File: src/hdl/pmc_pkg.sv
`timescale 1ns / 1ps
// ----------------------------------------------------------------------------
// pmc_pkg
// Shared types and constants of the pendulum mode controller.
// ----------------------------------------------------------------------------
package pmc_pkg;

  // Q16.16 angle constants
  localparam int PI_Q     = 205887;
  localparam int TWO_PI_Q = 411775;
  localparam int ONE_Q    = 65536;

  // width of a wrapped angle, signed, covers plus or minus pi
  localparam int ANG_W = 19;

  // entries in the front to back queue
  localparam int QUEUE_DEPTH = 2;

  // configuration register indexes
  localparam logic [2:0] CFG_SWING_GAIN     = 3'd0;
  localparam logic [2:0] CFG_SWING_LIMIT    = 3'd1;
  localparam logic [2:0] CFG_SWING_EXIT     = 3'd2;
  localparam logic [2:0] CFG_CATCH_EXIT     = 3'd3;
  localparam logic [2:0] CFG_STAB_EXIT      = 3'd4;
  localparam logic [2:0] CFG_CATCH_OFFSET   = 3'd5;
  localparam logic [2:0] CFG_CATCH_GAINS    = 3'd6;
  localparam logic [2:0] CFG_STAB_GAINS     = 3'd7;

  typedef enum logic [1:0] {
    MODE_SWING = 2'd0,
    MODE_CATCH = 2'd1,
    MODE_STAB  = 2'd2
  } mode_t;

  typedef enum logic [1:0] {
    F_IDLE,
    F_WRAP,
    F_PUSH
  } fstate_t;

  typedef enum logic [3:0] {
    B_IDLE,
    B_DIV,
    B_SQ,
    B_KLO,
    B_KHI,
    B_ECALC,
    B_ELO,
    B_EHI,
    B_SWFIN,
    B_FB0,
    B_FB1,
    B_FB2,
    B_FB3,
    B_FBFIN
  } bstate_t;

  // one sample with its wrapped pendulum angle
  typedef struct packed {
    logic signed [31:0]      th;
    logic signed [31:0]      dth;
    logic signed [31:0]      ph;
    logic signed [31:0]      dph;
    logic signed [ANG_W-1:0] r;
  } item_t;

  typedef struct packed {
    logic        full;
    logic        empty;
  } qstat_t;

  typedef struct packed {
    logic [20:0]        swing_gain;
    logic [20:0]        swing_limit;
    logic [20:0]        swing_exit_angle;
    logic [20:0]        catch_exit_speed;
    logic [20:0]        stab_exit_angle;
    logic signed [22:0] catch_arm_offset;
    logic [63:0]        catch_gains;
    logic [63:0]        stab_gains;
  } cfg_t;

endpackage

File: src/hdl/pmc_queue.sv
`timescale 1ns / 1ps
// ----------------------------------------------------------------------------
// pmc_queue
// Short queue of classified samples between the front and back ends.
// ----------------------------------------------------------------------------
module pmc_queue (
  input  logic           clk,
  input  logic           rst_n,
  input  logic           push,
  input  pmc_pkg::item_t push_item,
  input  logic           pop,
  output pmc_pkg::item_t head_item,
  output pmc_pkg::qstat_t stat
);
  import pmc_pkg::*;

  localparam int PW = $clog2(QUEUE_DEPTH);
  localparam int CW = $clog2(QUEUE_DEPTH + 1);

  item_t           mem_r [QUEUE_DEPTH];
  logic [PW-1:0]   wr_ptr_r, wr_ptr_nxt;
  logic [PW-1:0]   rd_ptr_r, rd_ptr_nxt;
  logic [CW-1:0]   cnt_r, cnt_nxt;

  // status
  assign stat.full  = (cnt_r == CW'(QUEUE_DEPTH));
  assign stat.empty = (cnt_r == '0);
  assign head_item  = mem_r[rd_ptr_r];

  // advance pointers and count
  always_comb begin
    wr_ptr_nxt = wr_ptr_r;
    rd_ptr_nxt = rd_ptr_r;
    cnt_nxt    = cnt_r;
    if (push) begin
      wr_ptr_nxt = (wr_ptr_r == PW'(QUEUE_DEPTH - 1)) ? '0 : wr_ptr_r + 1'b1;
    end
    if (pop) begin
      rd_ptr_nxt = (rd_ptr_r == PW'(QUEUE_DEPTH - 1)) ? '0 : rd_ptr_r + 1'b1;
    end
    if (push && !pop) begin
      cnt_nxt = cnt_r + 1'b1;
    end else if (pop && !push) begin
      cnt_nxt = cnt_r - 1'b1;
    end
  end

  always_ff @(posedge clk) begin
    if (!rst_n) begin
      wr_ptr_r <= '0;
      rd_ptr_r <= '0;
      cnt_r    <= '0;
    end else begin
      wr_ptr_r <= wr_ptr_nxt;
      rd_ptr_r <= rd_ptr_nxt;
      cnt_r    <= cnt_nxt;
    end
  end

  // store entry
  always_ff @(posedge clk) begin
    if (push) begin
      mem_r[wr_ptr_r] <= push_item;
    end
  end

endmodule

File: config.mk
export PLATFORM = sky130hd
export DESIGN_NAME = pmc_queue
export DESIGN_NICKNAME = d
export VERILOG_FILES = /design/src/hdl/pmc_pkg.sv /design/src/hdl/pmc_queue.sv
export SDC_FILE = /design/constraint.sdc
export NUM_CORES = 1
export LEC_CHECK = 0
export BUFFER_PORTS_ARGS = -buffer_cell sky130_fd_sc_hd__buf_2
export CORE_ASPECT_RATIO = 0.7
export CORE_UTILIZATION = 41
export DETAILED_ROUTE_END_ITERATION = 7
export PLACE_DENSITY_LB_ADDON = 0.3
export SLEW_MARGIN = 15
export SYNTH_ARGS = -nofsm -noshare
export SYNTH_HDL_FRONTEND = slang
export SYNTH_SLANG_ARGS = --single-unit
File: constraint.sdc
create_clock -name clk -period 11 [get_ports clk]
set_input_delay 2.2 -clock clk [delete_from_list [all_inputs] [get_ports clk]]
set_output_delay 2.2 -clock clk [all_outputs]
set_load 0.05 [all_outputs]
### Word-level counts from Yosys, hierarchy flattened

Memory sizes are Yosys's and may differ from the RTL's. A register that Yosys moved wholly into a read port is not among the register bits.
Cells that the tools add are included.

| word-level totals | value |
|---|---|
| flip-flop bits (word level) | 4 |
| RAM bits | 294 |
| bits of input ports | 151 |
| word-level logic and storage cells | 23 |
| memories | 1 |

| operators by class | value |
|---|---|
| $add $sub $neg | 4 |
| equal/unequal tests | 1 |
| mux-type cells | 8 |
| reduce and logical (&&, ||, !) cells | 6 |

Memories:

| name | words | width | rd ports | clocked after memory_dff | wr ports | RTL line | RTL |
|---|---|---|---|---|---|---|---|
| mem_r | 2 | 147 | 1 | 1 | 1 | pmc_queue.sv:20 | `item_t mem_r [QUEUE_DEPTH];` |

Operator list:

| kind | count |
|---|---|
| 2-to-1 mux 1 bit | 6 |
| 2-to-1 mux 2 bit | 2 |
| adder 1 bit (second input constant) | 2 |
| adder 2 x 1 -> 2 bit (second input constant) | 1 |
| == test 2 bit (second input constant) | 1 |
| logical AND 1 bit | 2 |
| zero test 1 bit | 2 |
| zero test 2 bit | 1 |
| nonzero test 2 bit | 1 |
| subtractor 2 x 1 -> 2 bit (second input constant) | 1 |

### Logic depth before layout (Yosys ltp)

| depth | value |
|---|---|
| depth after elaboration | 4 |
| mapped depth | 5 |
| depth with buffers taken out | 5 |

### Least setup slack after synthesis

No wires, ideal clock.

| path | value |
|---|---|
| path type | input to register |
| from | input push |
| to | memory mem_r[0][0] (netlist bit) (enable) |
| data arrival time | 8.591 ns |
| data required time | 10.327 ns |
| path slack | 1.736 ns |
| stages on the path | 1 |
| path buffers | 0 |
| cells stage by stage | nor2b_1 |

| on the way | value |
|---|---|
| longest elaborated chain between the ends | 2 |

RTL lines:

| item | RTL line | RTL |
|---|---|---|
| from (decl) | pmc_queue.sv:9 | `input logic push,` |
| 2-to-1 mux 1 bit | pmc_queue.sv:62 | `if (push) begin` |
| 2-to-1 mux 1 bit (not written as such) | pmc_queue.sv:63 | `mem_r[wr_ptr_r] <= push_item;` |
| to (decl) | pmc_queue.sv:20 |  |

No other way between the ends.

==> results.cfg <==
[run_status]
status = completed

[hold_path]
holdCritStartpoint = cnt_r[1]$_SDFFE_PN0P_
min_path_type = reg2reg
hold_path_end = cnt_r[1]$_SDFFE_PN0P_
min_path_cells = 2

[global_routing]
grt_overflow_total = 0
grt_use_total_pct = 14.66
grt_pass1_vias = 5640
antenna_found_initial = 6
gr-usage-met3_pct = 6.758
use_met1_pct = 19.06
grt_pass1_wl_um = 30780
grt_max_degree = 76
use_met2_pct = 22.47
grt-busiest-layer = met2

[place]
place_area_sq_um = 12700
gp_congestion = 0.7146
post-dp-hpwl_um = 13140
dpl.cell_count = 1125
io_buffer_count = 299

[die]
row_count = 49
die_y_um = 138.3
initial_core_util_pct = 42.04
dieArea_sq_um = 27190
die_width_um = 196.7
core_area_sq_um = 25870
boundaryPins = 300

[logic_synthesis]
ys_ff_latch = 299
yosysSeqAreaShare_pct = 82.10
syn_nets = 631
yosys.area.top_type = edfxtp_1
avgSynthCellArea_sq_um = 22.70
syn_inst = 479
synth_cell_types = 17
syn_area_sq_um = 10880
yosys.area.top_type_share_pct = 81.18
synthTopCellsByArea = edfxtp_1 (81%), mux2_2 (15%), buf_6 (1.6%)
ys.warnings.count = 0

[routing]
drt_iter0_drc = 176
post_drt_wl_per_cell_um = 17.42
routed_wirelength_um = 20570
drt_pass1_iterations = 4
drc_errors = 0
drtAntennaViolNets = 0
vias_per_cell = 4.610
num_vias = 5444

[pwr]
seqPwrFrac_pct = 49.8
sw_frac_of_total_pct = 26.27
peakVddDrop_mv = 0.1547
p_sw_uw = 707.7
clock_power_share_pct = 34.9
pwr-share-comb_pct = 15.3
power_leakage_uw = 0.005060
power_density_nw_per_um2 = 197.9
p_int_uw = 1986

[finish]
fin_cells = 1181
syn_to_final_growth_pct = 25.17
final_common_cell = buf_2
finalInstanceArea_sq_um = 13610
final_nets = 951
drive_above_1_share_pct = 59.88
mostFrequentLayoutCells = buf_2 (299), edfxtp_1 (294), mux2_2 (147)
post-route-util_pct = 52.62

[clock_network]
hold_buffers = 0
clk_pin_slew_ps = 60
clk_path_buf_depth = 3
cts.sinks = 299
clock-root-buffer = clkbuf_16
post-cts-setup-buffers = 0
clock_latency_ps = 530
cts_tree = done
cts_made_buffers = 29
htree_levels = 1
cts_resized = 0

[timing]
min_period_over_period_pct = 48.93
tightest_slew_ps = 1035
hold_violations = 0
max_slew_margin_pct = 30.97
fin_hold_ws_ps = 500.1
setup_viol = 0
drv_slew = 0
rsz0062_at_grt = no
fin_skew_ps = 10.03
finalSetupTns_ps = 0
fin_crit_ps = 5382
fmax_mhz = 185.8

[setup_path]
reg2reg_from = wr_ptr_r$_SDFFE_PN0P_
startpoint_type = flop
endpoint_kind = output pin
worstRegToRegCells = 3
critPathTopFamily = buffers and inverters
crit_slowest_cell = dfxtp_4
cp.required_ps = 8800
crit_fanout = 75
r2r_slack_ps = 8250
slowest_delay_ps = 1030
path_class = reg2out
path_cells = buf_4 -> mux2_2 -> buf_2
worst-path-buf-inv = 2
critPathArrivalTime_ps = 3180
r2r-end = mem_r[1][107]$_DFFE_PP_

[run]
drv_cap = 0
[power groups by stage]
stage,registers [uW],clock network (uW),logic [uW]
finish,1340,941,412
global route,1350,1010,431
floorplan,1360,0,326
CTS,1340,972,417
detailed placement,1370,0,415
global placement,1360,0,413
[registers in the layout, summed over array words and instances, names as in the netlist, named ones only]
name	flops
mem_r	294
cnt_r	2
rd_ptr_r	1
wr_ptr_r	1
[synth_stat cells]
| master | count |
|---|---|
| edfxtp_1 | 294 |
| mux2_2 | 147 |
| buf_6 | 15 |
| dfxtp_1 | 5 |
| and2_1 | 4 |
| nor2b_1 | 2 |
| xor2_1 | 2 |
| a21boi_1 | 1 |
| and2b_1 | 1 |
| buf_2 | 1 |
| ha_1 | 1 |
| inv_1 | 1 |
| nor2_1 | 1 |
| o21a_1 | 1 |
| o21ai_0 | 1 |
| or3_1 | 1 |
| xnor2_1 | 1 |
[through the flow]
step / worst slack, ps / total power (uW)
2_1_floorplan: 1736 / 1687
3_3_place_gp: 6049 / 1778
3_5_place_dp: 6078 / 1781
4_1_cts: 5489 / 2731
5_1_grt: 5358 / 2790
6_report: 5618 / 2694
[how the worst max path moves through the flow]
stage                                       end  slack, ps  depth (start not counted)
after global placement            head_item[28]       6050                          3
after global routing              head_item[28]       5360                          3
after detailed placement           head_item[7]       6080                          3
final                             head_item[28]       5620                          3
after floorplan           mem_r[0][0]$_DFFE_PP_       1740                          1
after CTS                          head_item[7]       5490                          3
[cells by family after synthesis]
logic type	synth area share, %
XOR/XNOR	0.2416
flip-flops	82.10
AND/OR/NAND/NOR	0.5062
buffers and inverters	1.634
adder cells (fa/ha/maj)	0.1150
AO/OA/AOI/OAI	0.1841
multiplexers	15.22
[worst reg2reg max path, cell delays in order (launching register included)]
cell and delay (ps):
dfxtp_1 380, and2_4 550, buf_4 660, buf_4 750
[area by class of cell]
class | instances | area [sq um]
Antenna cell | 4 | 10.01
Clock buffer | 36 | 752.0
Clock inverter | 16 | 147.6
Fill cell | 2135 | 12260
Inverter | 1 | 3.754
Multi-Input combinational cell | 163 | 1779
Sequential cell | 299 | 8932
Tap cell | 357 | 446.7
Timing Repair Buffer | 305 | 1541
[layer usage]
layer  part of all wire (%)  vias to the layer above
li1                       -                     2559
met1                     43                     2659
met2                     45                      195
met3                     10                       27
met4                    1.5                        4
met5                   0.12                        -
Power figures use the tool's default switching activity.
