===== src/hdl/pmc_pkg.sv =====
`timescale 1ns / 1ps
// ----------------------------------------------------------------------------
// pmc_pkg
// Shared types and constants of the pendulum mode controller.
// ----------------------------------------------------------------------------
package pmc_pkg;

  // Q16.16 angle constants
  localparam int PI_Q     = 205887;
  localparam int TWO_PI_Q = 411775;
  localparam int ONE_Q    = 65536;

  // width of a wrapped angle, signed, covers plus or minus pi
  localparam int ANG_W = 19;

  // entries in the front to back queue
  localparam int QUEUE_DEPTH = 2;

  // configuration register indexes
  localparam logic [2:0] CFG_SWING_GAIN     = 3'd0;
  localparam logic [2:0] CFG_SWING_LIMIT    = 3'd1;
  localparam logic [2:0] CFG_SWING_EXIT     = 3'd2;
  localparam logic [2:0] CFG_CATCH_EXIT     = 3'd3;
  localparam logic [2:0] CFG_STAB_EXIT      = 3'd4;
  localparam logic [2:0] CFG_CATCH_OFFSET   = 3'd5;
  localparam logic [2:0] CFG_CATCH_GAINS    = 3'd6;
  localparam logic [2:0] CFG_STAB_GAINS     = 3'd7;

  typedef enum logic [1:0] {
    MODE_SWING = 2'd0,
    MODE_CATCH = 2'd1,
    MODE_STAB  = 2'd2
  } mode_t;

  typedef enum logic [1:0] {
    F_IDLE,
    F_WRAP,
    F_PUSH
  } fstate_t;

  typedef enum logic [3:0] {
    B_IDLE,
    B_DIV,
    B_SQ,
    B_KLO,
    B_KHI,
    B_ECALC,
    B_ELO,
    B_EHI,
    B_SWFIN,
    B_FB0,
    B_FB1,
    B_FB2,
    B_FB3,
    B_FBFIN
  } bstate_t;

  // one sample with its wrapped pendulum angle
  typedef struct packed {
    logic signed [31:0]      th;
    logic signed [31:0]      dth;
    logic signed [31:0]      ph;
    logic signed [31:0]      dph;
    logic signed [ANG_W-1:0] r;
  } item_t;

  typedef struct packed {
    logic        full;
    logic        empty;
  } qstat_t;

  typedef struct packed {
    logic [20:0]        swing_gain;
    logic [20:0]        swing_limit;
    logic [20:0]        swing_exit_angle;
    logic [20:0]        catch_exit_speed;
    logic [20:0]        stab_exit_angle;
    logic signed [22:0] catch_arm_offset;
    logic [63:0]        catch_gains;
    logic [63:0]        stab_gains;
  } cfg_t;

endpackage


===== src/hdl/pmc_front.sv =====
`timescale 1ns / 1ps
// ----------------------------------------------------------------------------
// pmc_front
// Accepts a sample, wraps the pendulum angle by serial remainder and queues it.
// ----------------------------------------------------------------------------
module pmc_front (
  input  logic            clk,
  input  logic            rst_n,
  input  logic            in_valid,
  output logic            in_stall,
  input  logic signed [31:0] in_pendulum_angle,
  input  logic signed [31:0] in_pendulum_rate,
  input  logic signed [31:0] in_arm_angle,
  input  logic signed [31:0] in_arm_rate,
  input  pmc_pkg::qstat_t q_stat,
  output logic            q_push,
  output pmc_pkg::item_t  q_item
);
  import pmc_pkg::*;

  // remainder steps: quotient of a 32-bit value by two pi fits in 14 bits
  localparam int WRAP_STEPS = 14;
  localparam int KW = $clog2(WRAP_STEPS);

  fstate_t            state_r, state_nxt;
  logic signed [31:0] th_r, dth_r, ph_r, dph_r;
  logic [31:0]        x_r;
  logic [KW-1:0]      k_r;
  logic               neg_r;

  logic [31:0]        mag;
  logic [31:0]        dsh;
  logic [32:0]        sub;
  logic signed [19:0] rw;
  logic signed [19:0] rs;
  logic               accept;

  assign accept = (state_r == F_IDLE) && in_valid;
  assign mag    = in_pendulum_angle[31] ? 32'(-in_pendulum_angle) : 32'(in_pendulum_angle);
  assign dsh    = 32'(TWO_PI_Q) << k_r;
  assign sub    = {1'b0, x_r} - {1'b0, dsh};

  // wrapped angle from the final remainder
  assign rw = $signed({1'b0, x_r[18:0]}) - 20'sd205887;
  assign rs = neg_r ? -rw : rw;

  // next state
  always_comb begin
    state_nxt = state_r;
    case (state_r)
      F_IDLE: begin
        if (in_valid) state_nxt = F_WRAP;
      end
      F_WRAP: begin
        if (k_r == '0) state_nxt = F_PUSH;
      end
      F_PUSH: begin
        if (!q_stat.full) state_nxt = F_IDLE;
      end
      default: state_nxt = F_IDLE;
    endcase
  end

  // outputs
  always_comb begin
    in_stall = 1'b1;
    q_push   = 1'b0;
    case (state_r)
      F_IDLE:  in_stall = 1'b0;
      F_WRAP:  in_stall = 1'b1;
      F_PUSH:  q_push   = !q_stat.full;
      default: in_stall = 1'b1;
    endcase
  end

  assign q_item.th  = th_r;
  assign q_item.dth = dth_r;
  assign q_item.ph  = ph_r;
  assign q_item.dph = dph_r;
  assign q_item.r   = rs[ANG_W-1:0];

  always_ff @(posedge clk) begin
    if (!rst_n) begin
      state_r <= F_IDLE;
    end else begin
      state_r <= state_nxt;
    end
  end

  // load a transfer, then subtract shifted two pi one bit per cycle
  always_ff @(posedge clk) begin
    if (accept) begin
      th_r  <= in_pendulum_angle;
      dth_r <= in_pendulum_rate;
      ph_r  <= in_arm_angle;
      dph_r <= in_arm_rate;
      neg_r <= in_pendulum_angle[31];
      x_r   <= mag + 32'(PI_Q);
      k_r   <= KW'(WRAP_STEPS - 1);
    end else if (state_r == F_WRAP) begin
      if (!sub[32]) x_r <= sub[31:0];
      if (k_r != '0) k_r <= k_r - 1'b1;
    end
  end

endmodule


===== config.mk =====
export PLATFORM = sky130hd
export DESIGN_NAME = pmc_front
export DESIGN_NICKNAME = d
export VERILOG_FILES = /design/src/hdl/pmc_pkg.sv /design/src/hdl/pmc_front.sv
export SDC_FILE = /design/constraint.sdc
export NUM_CORES = 1
export LEC_CHECK = 0
export ABC_CLOCK_PERIOD_IN_PS = 5440
export BUFFER_PORTS_ARGS = -buffer_cell sky130_fd_sc_hd__clkbuf_2
export CORE_ASPECT_RATIO = 0.7
export CORE_MARGIN = 2
export CORE_UTILIZATION = 50
export CTS_BUF_LIST = sky130_fd_sc_hd__clkbuf_4 sky130_fd_sc_hd__clkbuf_8
export DETAILED_ROUTE_END_ITERATION = 6
export GPL_TIMING_DRIVEN = 0
export PLACE_DENSITY = 0.77
export SYNTH_ARGS = -nofsm -noshare
export SYNTH_HDL_FRONTEND = slang
export SYNTH_SLANG_ARGS = --single-unit

===== constraint.sdc =====
create_clock -name clk -period 5.44 [get_ports clk]
set_input_delay 0.272 -clock clk [delete_from_list [all_inputs] [get_ports clk]]
set_output_delay 0.272 -clock clk [all_outputs]
set_load 0.02 [all_outputs]

**After elaboration in Yosys (flattened, before gate mapping)**

Cells that the tools add are included.

- $add $sub $neg: 6
- Equal/unequal tests: 6
- Shifts and indexed selects: 1
- Muxes and demuxes: 11
- Reductions and logical operators: 9

Operators with widths:

| cell | count |
|---|---|
| $mux 32 | 4 |
| $sub 32x32->33 | 1 |
| $add 32x18->32 const B | 1 |
| $neg 32->32 | 1 |
| $shl 19x4->32 const A | 1 |
| $mux 19 | 1 |
| $neg 19->19 | 1 |
| $sub 19x18->19 const B | 1 |
| $mux 2 | 3 |
| $ne 2x2->1 const B | 3 |
| $pmux 2 s3 | 1 |
| $logic_not 4->1 | 1 |
| $reduce_and 2->1 | 2 |
| $reduce_bool 4->1 | 1 |
| $sub 4x1->4 const B | 1 |
| $reduce_and 3->1 | 1 |
| $eq 2x1->1 const B | 1 |
| $eq 2x2->1 const B | 1 |
| $logic_not 2->1 | 1 |
| $mux 1 | 2 |
| $ne 2x1->1 const B | 1 |
| $reduce_bool 2->1 | 1 |
| $logic_and 1x1->1 | 1 |
| $logic_not 1->1 | 1 |

- Register bits: 167
- Bits of input ports: 133
- Output and inout port bits: 149
- Word-level logic and storage cells: 41

**Longest topological paths before layout**

Gate-level depths: netlist of the first run.

- Word-level depth: 5
- Mapped depth: 18
- Gate-level depth less buffers: 17

**Least setup slack after synthesis of the first run**

Ideal clock, no wire load.

- Kind: reg-to-reg
- Start point: reg state_r[0]
- End point: reg x_r[11] (data pin)
- Setup time: 0.449 ns
- Arrival time: 4.565 ns
- Data required time: 4.991 ns
- Setup slack: 0.426 ns
- Cell stages (with the launch flop): 6
- Path buffers: 1
- Path through: dfxtp_1 -> nor2_1 -> nand2_1 -> inv_2 -> clkbuf_1 -> a21oi_1

- Word-level cells in the longest chain between the ends: 3

RTL lines:

| what | line | text |
|---|---|---|
| start: declaration | pmc_front.sv:25 | `fstate_t state_r, state_nxt;` |
| start signal: assignment | pmc_front.sv:86 | `state_r <= state_nxt;` |
| $logic_not 2->1 | pmc_front.sv:38 | `assign accept = (state_r == F_IDLE) && in_valid;` |
| $logic_and 1x1->1 | pmc_front.sv:38 |  |
| named net accept | pmc_front.sv:36 | `logic accept;` |
| $mux 32 | pmc_front.sv:92 | `if (accept) begin` |
| end signal: assignment | pmc_front.sv:98 | `x_r <= mag + 32'(PI_Q);` |
| end signal: assignment | pmc_front.sv:101 | `if (!sub[32]) x_r <= sub[31:0];` |
| end: declaration | pmc_front.sv:27 | `logic [31:0] x_r;` |

The timed path passes the listed nets, and every way through them passes these cells.
A chain may end at the register's enable or synchronous reset.

**Final worst setup path of the first run**

- Start point: reg k_r[1]
- End point: reg x_r[18], enable pin

- Word-level cells in the longest chain between the ends: 4

RTL lines:

| what | line | text |
|---|---|---|
| start: declaration | pmc_front.sv:28 | `logic [KW-1:0] k_r;` |
| start signal: assignment | pmc_front.sv:99 | `k_r <= KW'(WRAP_STEPS - 1);` |
| start signal: assignment | pmc_front.sv:102 | `if (k_r != '0) k_r <= k_r - 1'b1;` |
| $shl 19x4->32 | pmc_front.sv:40 | `assign dsh = 32'(TWO_PI_Q) << k_r;` |
| $sub 32x32->33 | pmc_front.sv:41 | `assign sub = {1'b0, x_r} - {1'b0, dsh};` |
| $ne 2x1->1 (no source line) | - |  |
| $reduce_and 2->1 (no source line) | - |  |

Every way passes these cells.

==> impl_metrics.py, run 1 <==
metrics = {
    "placement": {
        "port_buffers": 280,
        "dp_hpwl_um": 22820,
        "preCtsSetupSlack_ns": 0.6123,
        "routabilityCongestion": 0.9252,
    },
    "clock_tree": {
        "clk_pin_slew_ns": 0.10,
        "cts_tree": "done",
        "cts.sinks": 166,
        "cts_root_buf": "clkbuf_8",
        "clk_latency_ns": 0.48,
        "numCtsBuffers": 17,
        "cts_max_level": 4,
        "clockBufferDepth": 2,
    },
    "min_path": {
        "hold_class": "in -> reg",
    },
    "power": {
        "leakage_nw": 5.446,
        "power_w": 0.005632,
        "intPower_w": 0.003178,
        "ir_worst_vdd_mv": 0.2049,
        "power_density_mw_per_mm2": 424.1,
        "swShare_pct": 43.58,
        "p_sw_w": 0.002454,
        "power_frac_seq_pct": 33.1,
        "power_frac_clock_pct": 16.3,
        "power_frac_comb_pct": 50.6,
    },
    "routing": {
        "maxUsedRoutingLayer": "met5",
        "wl_met3_um": 2883,
        "dr.pass1.iters": 5,
        "vias_per_cell": 5.700,
        "drt_iter0_markers": 1038,
        "wirelength_met1_um": 13340,
        "ant_nets": 0,
        "drc": 0,
        "vias": 9268,
        "route.met2.wl_um": 14760,
        "wl_per_cell_um": 19.57,
        "wirelength_um": 31830,
    },
    "sta": {
        "skew_ns": 0.02281,
        "rsz0062_at_grt": "no",
        "period_minus_slack_ns": 5.007,
        "fin_ws_ns": 0.4328,
        "setup_viol": 0,
        "finalSetupTns_ns": 0,
        "post-route-period-util_pct": 92.04,
        "slew_viol_final": 0,
        "timing.slew.headroom_pct": 43.43,
        "fmax_mhz": 199.7,
        "tightest_slew_ns": 0.8415,
        "hold_viol": 0,
    },
    "setup_path": {
        "worstSetupEndpointType": "flop",
        "slowest_stage": "dfxtp_1",
        "crit_type": "reg -> reg",
        "critPathTopFamily": "compound AO/OA/AOI/OAI gates",
        "slowest_delay_ns": 0.55,
        "cp_num_buf_inv": 2,
        "startpoint_type": "flop",
        "crit_path_max_fanout": 25,
        "crit_chain": "inv_1 -> ha_1 -> ha_1 -> nor2b_1 -> ha_1 -> fa_1 -> nand2b_1 -> a21oi_1 -> o21ai_0 -> a21oi_1 -> a2111oi_0 -> o31ai_1 -> a41oi_1 -> o21ai_0 -> nor2b_4 -> buf_12",
        "arrival_ns": 5.17,
        "crit_required_ns": 5.61,
        "crit_top_cell": "ha_1",
    },
    "cells_and_area": {
        "utilization_pct": 67.25,
        "final_cell_mix": "clkbuf_2 (280), edfxtp_1 (160), dlygate4sd3_1 (101)",
        "final_common_cell": "clkbuf_2",
        "multi_input_area_mm2": 0.004817,
        "diodes": 0,
        "drive_gt1_share_pct": 26.11,
        "nNetsFinal": 1522,
        "fillers": 1533,
        "syn_to_final_growth_pct": 32.14,
        "regArea_mm2": 0.004925,
    },
    "global_routing": {
        "grt_pass1_wl_um": 49110,
        "grt_overflow_total": 0,
        "grt_pass1_vias": 8858,
        "grtUsageTotal_pct": 30.21,
        "antenna_found_initial": 1,
        "grt_max_degree": 67,
    },
    "synth": {
        "ys_seq_area_share_pct": 49.01,
        "async_flop_share_pct": 0,
        "synth_nets": 1119,
        "netlist_area_mm2": 0.01005,
        "ys.warnings.count": 0,
        "synthFlopType": "edfxtp_1",
        "synth_cell_types": 80,
        "synth_seq_cells": 166,
        "netlist_instances": 941,
        "syn_avg_cell_area_um2": 10.68,
        "synth-edff-count": 160,
    },
    "floorplanning": {
        "die_w_um": 173.4,
        "rows": 43,
        "ios": 282,
        "fp.dieArea_mm2": 0.02126,
        "start_util_pct": 50.89,
        "coreArea_mm2": 0.01975,
        "die_h_um": 122.6,
    },
    "job": {
        "maxCapViolations": 0,
    },
    "run_status": {
        "status": "finished, final reports clean",
    },
}
through the flow:
step                      hold slack [ns]  std cells  area [um^2]
after floorplan                    0.3709        941        10050
after global placement             0.4490       1491        11790
after detailed placement           0.4507       1494        11870
after CTS                        0.004668       1625        13270
after global routing             0.002974       1626        13280
final                             0.02473       1626        13280
cell type report:
| type | count | share of cell area, % |
|---|---|---|
| multi-input combinational | 704 | 36.28 |
| clock inverter | 14 | 1.197 |
| buffer | 44 | 1.630 |
| sequential | 166 | 37.09 |
| tap | 270 | 2.544 |
| inverter | 27 | 0.7633 |
| timing repair buffer | 384 | 18.73 |
| clock buffer | 17 | 1.762 |
repair_timing:
item / CTS / global route
hold buffers: 100 / 1
gates resized for setup: 0 / 0
buffers inserted: 0 / 0
endpoints found under the hold margin: 100 / 1
synth_stat cells, types with 3 or more instances:
| library cell | instances | share of area (%) |
|---|---|---|
| a21boi_0 | 4 | 0.30 |
| nand2_1 | 70 | 2.6 |
| dfxtp_1 | 6 | 1.2 |
| nor2_1 | 76 | 2.8 |
| xnor2_1 | 71 | 6.2 |
| buf_1 | 3 | 0.11 |
| o21ai_2 | 3 | 0.26 |
| o21ai_0 | 58 | 2.9 |
| a211o_1 | 3 | 0.26 |
| nor2b_1 | 10 | 0.62 |
| nor4_1 | 9 | 0.56 |
| a21oi_1 | 79 | 3.9 |
| ha_1 | 44 | 5.5 |
| a21o_1 | 13 | 0.97 |
| and3_1 | 8 | 0.50 |
| o21a_1 | 4 | 0.30 |
| o21bai_1 | 3 | 0.22 |
| nand3b_1 | 3 | 0.22 |
| clkbuf_1 | 32 | 1.2 |
| nand3_1 | 21 | 1.0 |
| or4_1 | 6 | 0.45 |
| a31oi_1 | 10 | 0.62 |
| xor2_1 | 47 | 4.1 |
| mux2i_1 | 14 | 1.4 |
| o211ai_1 | 6 | 0.45 |
| a311oi_1 | 3 | 0.26 |
| o41ai_1 | 6 | 0.52 |
| inv_1 | 26 | 0.97 |
| nand2b_1 | 14 | 0.87 |
| o31a_1 | 3 | 0.26 |
| or3_1 | 12 | 0.75 |
| or2_2 | 6 | 0.37 |
| nor3_1 | 19 | 0.95 |
| nand4_1 | 5 | 0.31 |
| buf_6 | 5 | 0.56 |
| o31ai_1 | 12 | 0.90 |
| a41oi_1 | 3 | 0.26 |
| edfxtp_1 | 160 | 48 |
power by group through the flow:
stage          Clock (W)  Combinational [W]  Sequential, W
4_1_cts         0.000903            0.00281        0.00185
2_1_floorplan          0            0.00198        0.00190
3_3_place_gp           0            0.00266        0.00190
5_1_grt         0.000974            0.00313        0.00188
6_report        0.000917            0.00285        0.00187
3_5_place_dp           0            0.00273        0.00188
per-layer routing:
layer	global-route usage [%]	up-vias
met5	0	-
met4	10.06	2
met3	8.426	71
met2	48.48	459
met1	39.97	4420
li1	-	4316
registers in the layout, indices dropped and copies added, names as in the netlist:
| register | count |
|---|---|
| x_r | 32 |
| dph_r | 32 |
| dth_r | 32 |
| ph_r | 32 |
| k_r | 4 |
| th_r | 32 |
| state_r | 2 |
worst register-to-register path: stages, from the launching register on:
cell and delay (ns):
dfxtp_1 0.55, inv_1 0.19, ha_1 0.31, ha_1 0.22, nor2b_1 0.15, ha_1 0.22, fa_1 0.41, nand2b_1 0.22
a21oi_1 0.19, o21ai_0 0.22, a21oi_1 0.39, a2111oi_0 0.17, o31ai_1 0.35, a41oi_1 0.24, o21ai_0 0.24, nor2b_4 0.39
buf_12 0.24
cell families after synthesis:
| kind of cell | count (synthesis) | synth area share [%] |
|---|---|---|
| buf+inv | 71 | 3.125 |
| xor+xnor | 118 | 10.29 |
| fa+ha+maj | 45 | 5.678 |
| flops | 166 | 49.01 |
| compound gates | 250 | 16.59 |
| simple gates | 275 | 13.70 |
| mux | 16 | 1.619 |
path summary, 6_finish.rpt:
path	slack (ns)	from	cells after the start	endpoint
hold reg to reg	0.63	state_r[1]	2	state_r[1]
setup reg to reg	0.43	k_r[1]	16	x_r[18]
setup / recovery	0.43	k_r[1]	16	x_r[18]
hold / removal	0.02	in_pendulum_angle[1]	1	th_r[1]
Power figures use the tool's default switching activity.
==> run 2: changes to the inputs <==
--- a/config.mk
+++ b/config.mk
@@ -9,11 +9,10 @@
 export BUFFER_PORTS_ARGS = -buffer_cell sky130_fd_sc_hd__clkbuf_2
 export CORE_ASPECT_RATIO = 0.7
 export CORE_MARGIN = 2
-export CORE_UTILIZATION = 50
+export CORE_UTILIZATION = 39
 export CTS_BUF_LIST = sky130_fd_sc_hd__clkbuf_4 sky130_fd_sc_hd__clkbuf_8
 export DETAILED_ROUTE_END_ITERATION = 6
 export GPL_TIMING_DRIVEN = 0
-export PLACE_DENSITY = 0.77
 export SYNTH_ARGS = -nofsm -noshare
 export SYNTH_HDL_FRONTEND = slang
 export SYNTH_SLANG_ARGS = --single-unit
==> run 2 against run 1 <==
Compared with the run above:
- register-to-register slack gained 0.19 ns
- die area rose by 27%
- via count down 3.4%
- non-clock buffer count increased by 7
- sequential power hardly changed
- worst setup slack gained 0.19 ns
- final cell count grew 4.2%
- hold slack improved by 0.024 ns
- combinational power hardly changed
- clock power down 1%
- critical path depth unchanged
- critical endpoint is now x_r[7]
- largest cell class unchanged
==> impl_metrics.py, run 2 (synthesized netlist as in run 1, its figures left out) <==
metrics = {
    "cells_and_area": {
        "drive_gt1_share_pct": 25.83,
        "syn_to_final_growth_pct": 33.50,
        "final_cell_mix": "clkbuf_2 (280), edfxtp_1 (160), dlygate4sd3_1 (108)",
        "nNetsFinal": 1529,
        "layout.cells.non_filler": 1695,
        "fillers": 2319,
        "final_common_cell": "clkbuf_2",
        "utilization_pct": 52.60,
    },
    "setup_path": {
        "slowest_stage": "dfxtp_1",
        "crit_required_ns": 5.60,
        "startpoint_type": "flop",
        "slowest_delay_ns": 0.52,
        "crit_chain": "inv_1 -> ha_1 -> ha_1 -> nor2b_1 -> ha_1 -> fa_1 -> nand2b_1 -> a21oi_1 -> o21ai_0 -> a21oi_1 -> a2111oi_0 -> o31ai_1 -> a41oi_1 -> o21ai_0 -> nor2b_4 -> buf_12",
        "worstSetupEndpointType": "flop",
        "crit_top_cell": "ha_1",
        "crit_type": "reg -> reg",
        "rr_worst_depth": 16,
        "arrival_ns": 4.97,
        "crit_path_max_fanout": 30,
    },
    "placement": {
        "routabilityCongestion": 0.9342,
        "placed_cells": 1555,
        "dp_hpwl_um": 23290,
        "port_buffers": 280,
    },
    "global_routing": {
        "antenna_found_initial": 1,
        "grt_overflow_total": 0,
        "grt_max_degree": 52,
        "grt_pass1_vias": 8322,
        "grt_pass1_wl_um": 46580,
        "grtUsageTotal_pct": 22.23,
    },
    "sta": {
        "timing.slew.headroom_pct": 48.31,
        "post-route-period-util_pct": 88.49,
        "period_minus_slack_ns": 4.814,
        "hold_viol": 0,
        "whs_ns": 0.04828,
        "slew_viol_final": 0,
        "skew_ns": 0.01366,
        "fmax_mhz": 207.7,
        "tightest_slew_ns": 0.7557,
        "setup_viol": 0,
        "finalSetupTns_ns": 0,
        "rsz0062_at_grt": "no",
    },
    "clock_tree": {
        "clockBufferDepth": 2,
        "cts_tree": "done",
        "cts_max_level": 4,
        "cts_root_buf": "clkbuf_8",
        "cts.sinks": 166,
        "numCtsBuffers": 17,
        "post_cts_resized": 0,
        "clk_pin_slew_ns": 0.08,
        "clk_latency_ns": 0.47,
    },
    "floorplanning": {
        "start_util_pct": 39.40,
        "fp.dieArea_mm2": 0.02709,
        "die_w_um": 195.9,
        "die_h_um": 138.3,
        "coreArea_mm2": 0.02550,
        "rows": 49,
        "ios": 282,
    },
    "routing": {
        "drc": 0,
        "drt_iter0_markers": 733,
        "vias": 8955,
        "wirelength_um": 30510,
        "ant_nets": 0,
        "vias_per_cell": 5.283,
        "wl_per_cell_um": 18.00,
        "dr.pass1.iters": 7,
    },
    "job": {
        "maxCapViolations": 0,
    },
    "power": {
        "ir_worst_vdd_mv": 0.2949,
        "power_w": 0.005589,
        "leakage_nw": 5.472,
        "power_density_mw_per_mm2": 416.6,
    },
    "run_status": {
        "status": "finished, final reports clean",
    },
    "min_path": {
        "worstHoldPathCells": 1,
        "hold_class": "in -> reg",
    },
}
==> run 2: changes by cell type in the layout (fill, tap and decap cells not counted), sizes merged <==
cell,delta
clkbuf,+3
dlygate4sd3,+7
inv,-5
bufinv,+2
diode,+1
==> run 2: final cells by class <==
class | count | area, um^2 | share of cell area (%)
inverters | 27 | 101.3 | 0.7555
plain buffers | 44 | 216.5 | 1.614
multi-input cells | 704 | 4817 | 35.91
flip-flops and latches | 166 | 4925 | 36.71
clock inverters | 11 | 123.9 | 0.9234
diodes | 1 | 2.502 | 0.01865
repair buffers | 391 | 2557 | 19.07
well taps | 331 | 414.1 | 3.087
clock buffers | 20 | 256.5 | 1.912
==> run 2: power by group <==
group / switching [W] / internal (W)
registers: 0.000175 / 0.00169
clock network: 0.000483 / 0.000423
logic: 0.00168 / 0.00114
==> run 2: worst paths after layout <==
kind | start | endpoint | slack (ns)
max reg2reg | k_r[1] | x_r[7] | 0.63
min | in_pendulum_angle[7] | th_r[7] | 0.05
min reg2reg | state_r[1] | state_r[1] | 0.61
max | k_r[1] | x_r[7] | 0.63
==> run 2: per-layer routing <==
layer	vias up	part of all wire, %	track usage [%]
met2	341	43	32.78
met4	0	1.1	4.825
met1	4270	48	32.95
met5	-	0	0
met3	25	7.3	5.587
li1	4319	-	-
==> run 2: per-stage QoR <==
step,instance area (um^2),setup WS (ns)
final,13410,0.6260
after global routing,13410,0.2365
after CTS,13400,0.6833
after detailed placement,11950,0.7238
after global placement,11860,-1.820
after floorplan,10050,0.4264
==> run 2: critical path: cells and delay by family (launching register included) <==
family          cells  cell delay (ns)
simple gates        3             0.61
compound gates      7             1.82
buf+inv             2             0.39
flops               1             0.52
fa+ha+maj           4             1.13
==> run 2: what timing repair did <==
item	4_1_cts	5_1_grt
setup buffers	0	0
hold endpoints to repair	107	1
hold buffers	107	1
